## src/rtl/sda_pkg.sv

```systemverilog
// package for the spring-damper axis step block
// holds item structs, configuration and state structs, register indexes and constants
// no dependencies
`default_nettype none

package sda_pkg;

  localparam int unsigned DataW = 32;
  localparam int unsigned AddrW = 5;

  localparam logic [DataW-1:0] OneFp     = 32'h0001_0000;
  localparam logic [DataW-1:0] FoldBit   = 32'h0800_0000;
  localparam logic [DataW-1:0] FoldHigh  = 32'hF000_0000;
  localparam logic [DataW-1:0] FoldLow   = 32'h0FFF_FFFF;

  localparam logic [DataW-1:0] StiffnessRst = 32'h0000_0000;
  localparam logic [DataW-1:0] DampingRst   = OneFp;
  localparam logic [DataW-1:0] PosMinRst    = 32'h8000_0000;
  localparam logic [DataW-1:0] PosMaxRst    = 32'h7FFF_FFFF;
  localparam logic [DataW-1:0] TargetRst    = 32'h0000_0000;

  typedef enum logic [2:0] {
    REG_STIFFNESS = 3'd0,
    REG_DAMPING   = 3'd1,
    REG_POS_MIN   = 3'd2,
    REG_POS_MAX   = 3'd3,
    REG_TARGET    = 3'd4
  } reg_idx_e;

  typedef enum logic {
    MODE_IMPULSE = 1'b0,
    MODE_TICK    = 1'b1
  } mode_e;

  typedef struct packed {
    logic               mode;
    logic signed [31:0] impulse;
  } in_item_t;

  typedef struct packed {
    logic signed [31:0] position_out;
    logic signed [31:0] velocity_out;
    logic signed [31:0] accel_out;
    logic               clamped;
  } out_item_t;

  typedef struct packed {
    logic signed [31:0] stiffness;
    logic signed [31:0] damping;
    logic signed [31:0] pos_min;
    logic signed [31:0] pos_max;
    logic signed [31:0] target;
  } cfg_t;

  typedef struct packed {
    logic signed [31:0] position;
    logic signed [31:0] velocity;
    logic signed [31:0] accel;
    logic signed [31:0] pending;
  } axis_state_t;

endpackage

`default_nettype wire

```

## src/rtl/sda_cfg.sv

```systemverilog
// configuration register file behind an apb-style port
// depends on sda_pkg
`default_nettype none

module sda_cfg
  import sda_pkg::*;
(
  input  wire logic             clk_i,
  input  wire logic             rst_ni,
  input  wire logic             psel,
  input  wire logic             penable,
  input  wire logic             pwrite,
  input  wire logic [AddrW-1:0] paddr,
  input  wire logic [DataW-1:0] pwdata,
  output logic      [DataW-1:0] prdata,
  output logic                  pready,
  output cfg_t                  cfg_o
);

  cfg_t       cfg_q, cfg_d;
  logic       wr_en;
  reg_idx_e   idx;

  assign pready = 1'b1;
  assign wr_en  = psel & penable & pwrite;
  assign idx    = reg_idx_e'(paddr[AddrW-1:2]);
  assign cfg_o  = cfg_q;

  always_comb begin
    cfg_d = cfg_q;
    if (wr_en) begin
      case (idx)
        REG_STIFFNESS: cfg_d.stiffness = pwdata;
        REG_DAMPING:   cfg_d.damping   = pwdata;
        REG_POS_MIN:   cfg_d.pos_min   = pwdata;
        REG_POS_MAX:   cfg_d.pos_max   = pwdata;
        REG_TARGET:    cfg_d.target    = pwdata;
        default:       cfg_d           = cfg_q;
      endcase
    end
  end

  always_comb begin
    case (idx)
      REG_STIFFNESS: prdata = cfg_q.stiffness;
      REG_DAMPING:   prdata = cfg_q.damping;
      REG_POS_MIN:   prdata = cfg_q.pos_min;
      REG_POS_MAX:   prdata = cfg_q.pos_max;
      REG_TARGET:    prdata = cfg_q.target;
      default:       prdata = '0;
    endcase
  end

  always_ff @(posedge clk_i or negedge rst_ni) begin
    if (!rst_ni) begin
      cfg_q.stiffness <= StiffnessRst;
      cfg_q.damping   <= DampingRst;
      cfg_q.pos_min   <= PosMinRst;
      cfg_q.pos_max   <= PosMaxRst;
      cfg_q.target    <= TargetRst;
    end else begin
      cfg_q <= cfg_d;
    end
  end

endmodule

`default_nettype wire

```

## config.mk

```make
export PLATFORM = sky130hd
export DESIGN_NAME = sda_cfg
export DESIGN_NICKNAME = d
export VERILOG_FILES = /design/src/rtl/sda_pkg.sv /design/src/rtl/sda_cfg.sv
export SDC_FILE = /design/constraint.sdc
export NUM_CORES = 1
export LEC_CHECK = 0
export ABC_AREA = 1
export BUFFER_PORTS_ARGS = -buffer_cell sky130_fd_sc_hd__buf_4
export CAP_MARGIN = 20
export CORE_AREA = 4 4 158 122
export CTS_CLUSTER_SIZE = 20
export DETAILED_ROUTE_END_ITERATION = 10
export DIE_AREA = 0 0 162 126
export PLACE_DENSITY_LB_ADDON = 0.2
export SETUP_SLACK_MARGIN = 0.02
export SYNTH_ARGS = -nofsm -noshare
export SYNTH_HDL_FRONTEND = slang
export SYNTH_SLANG_ARGS = --single-unit
```

## constraint.sdc

```tcl
create_clock -name clk_i -period 1 [get_ports clk_i]
set_input_delay 0.1 -clock clk_i [delete_from_list [all_inputs] [get_ports clk_i]]
set_output_delay 0.1 -clock clk_i [all_outputs]
set_load 0.02 [all_outputs]
```

==> results by group <==
Critical path
  • CP arrival: 1.36 ns
  • Crit-path max FO: 2
  • Worst r2r dst: cfg_o[84]
  • Setup crit end kind: primary output
  • Critical Path Start Type: flip-flop
  • RR Startpoint: cfg_o[84]
  • Critical setup path kind: reg2out
  • Worst path required time: 0.90 ns
  • Worst reg2reg setup slack: -0.02 ns
  • Path depth of the worst reg2reg path: 5

Timing
  • Period minus WS final: 1.46 ns
  • Count of final max-slew check failures: 0
  • Final Hold Vio Count: 0
  • RSZ-0062 raised after global routing: true
  • Final period utilization: 1.46
  • Endpoints failing setup: 193
  • Worst hold slack: 0.226 ns
  • Worst Skew: 0 ns
  • Max Fclk: 686 MHz
  • Setup ws final: -0.458 ns

Synthesis
  • YS warnings: 0
  • Post-synthesis simple-gate area fraction: 0.320
  • Sequential share of the synthesized area: 0.516
  • Post-synthesis adder-cell area fraction: 0
  • Gate count after technology mapping: 1052
  • Combinational family with the most area after synthesis: simple AND/OR/NAND/NOR gates
  • Number of distinct library cells after synthesis: 19
  • Synthesized area per cell: 7.45 um^2
  • Post-synthesis register bit count: 160
  • Compound-Gate Fraction of Synth Area: 0.0818
  • Mux cell area share after synthesis: 0
  • Xor/xnor share of the synthesized area: 0
  • Post-Syn Area: 7830 um^2
  • Post-Syn Nets: 1094

Floorplanning
  • Row count: 42
  • Io pins: 235
  • Die Span X: 162 um
  • Die ar.: 20400 um^2
  • Die Span Y: 126 um
  • CORE AREA: 17600 um^2
  • Initial Util: 0.446

Layout
  • Layout Nets: 1505
  • Area Overhead vs Synth: 72.6%
  • Final Non-Filler Cells: 1718
  • Share of cells above drive strength 1: 0.397
  • Most common cell after layout, fill and taps aside: nand2_1
  • Commonest non-fill, non-tap cells in the layout: nand2_1, buf_6, dfrtp_1
  • Largest register FFs: 160
  • Diode count: 0

CTS
  • Longest Clk Path Bufs: 2
  • CTS tree: done
  • H-tree levels: 4
  • Num CTS Buffers: 17
  • Clock insertion delay at the later pin of the skew report: 0.42 ns
  • Root Buffer: clkbuf_16
  • Clock sinks: 160
  • CTS clk-pin slew, worst paths: 0.07 ns

Global route
  • Total Routing Usage GR: 0.312
  • First-pass GRT wire length: 50.4 mm
  • Pin count of the biggest net entering global routing: 70
  • Vias in the first global route: 9396
  • Initial antenna violation count: 0
  • Total congestion overflow: 0

Flow run
  • Number of max-cap violations: 0

Routing
  • Iteration-0 DRC Markers: 801
  • Remaining antenna violation count: 0
  • DR DRC count: 0
  • DRT Pass-1 Iters: 8
  • DR vias: 9259
  • Via-to-Cell Ratio: 5.39
  • Final wirelength: 32.9 mm
  • Routed wire per std cell: 19.2 um

Pwr
  • Worst VDD drop: 1090 uV
  • Leak: 0.00695 uW
  • Power Dens Cells: 1950 nW/um^2

Placement
  • Placed Cells: 1604
  • Detailed Place HPWL: 20.3 mm
  • Final Wtd Congestion: 0.864
  • # port buffers: 231

Min path
  • Hold Path Class: in2async

Outcome
  • Failing checks: setup timing
  • Status: complete, but fails checks
-- layout make-up --
type	instances	area, um^2
Timing Repair Buffer	461	4910
Clock inverter	10	135
Multi-Input combinational cell	741	3370
Fill cell	1204	4030
Tap cell	242	303
Clock buffer	22	454
Inverter	82	308
Sequential cell	160	4050
-- worst max-delay path, stage by stage (launching register included) --
cell and delay (ns):
dfstp_2 0.54, nand4_1 0.10, nand2_1 0.07, nor2_1 0.05
nand2_2 0.07, buf_6 0.11
-- how the worst max path moves through the flow --
stage / startpoint / endpoint / slack (ns) / cells past startpoint
floorplan: paddr[3] / cfg_o[16] / -0.04 / 8
global placement: paddr[4] / cfg_o[135] / -0.26 / 6
detailed placement: paddr[3] / cfg_o[133] / -0.32 / 6
CTS: cfg_o[55] / prdata[23] / -0.46 / 5
global route: cfg_o[55] / prdata[23] / -0.51 / 5
finish: cfg_o[55] / prdata[23] / -0.46 / 5
-- stage by stage --
stage | setup TNS, ns | total power [uW] | util | instance area, um^2 | setup slack [ns]
after global routing | -43.52 | 27500 | 0.771 | 13500 | -0.508
after global placement | -33.26 | 16900 | 0.630 | 11100 | -0.260
after CTS | -37.43 | 25700 | 0.752 | 13200 | -0.461
final | -36.09 | 26400 | 0.771 | 13500 | -0.458
after floorplan | -1.12 | 12500 | - | 8060 | -0.0433
after detailed placement | -38.13 | 17000 | 0.630 | 11100 | -0.320
-- timing repair --
action | in CTS | in global routing
hold buffers | 33 | 0
setup buffers | 39 | 67
pin swaps | 71 | 37
resized for setup | 285 | 95
endpoints found under the setup margin | 192 | 194
hold endpoints to repair | 308 | 0
-- synthesized netlist by cell type, drive strengths merged --
library cell	number	share of area
buf	42	0.029
clkbuf	27	0.013
conb	1	0.00048
dfrtp	127	0.41
dfstp	33	0.11
inv	82	0.039
nand2	375	0.18
nand3	115	0.075
nand4	6	0.0048
nor2	116	0.060
o21ai	128	0.082
-- report_power, final --
part | internal, uW | total, uW | switching (uW)
clock | 4000 | 6640 | 2640
combinational | 5430 | 10700 | 5260
sequential | 7960 | 9060 | 1100
total | 17400 | 26400 | 9000
-- cells by family (layout without fill, tap and decap cells) --
family / after synthesis / after routing
buffers and inverters: 151 / 575
other: 1 / 1
flip-flops: 160 / 160
AND/OR/NAND/NOR: 612 / 612
AO/OA/AOI/OAI: 128 / 128
-- metal layers --
metal,track usage,vias to the layer above,share of wire
met5,0,-,0
met4,0.106,0,0.022
met3,0.0803,80,0.10
met2,0.502,550,0.48
met1,0.412,4508,0.40
li1,-,4121,-
No activity file was read; power rests on OpenSTA's default activity.
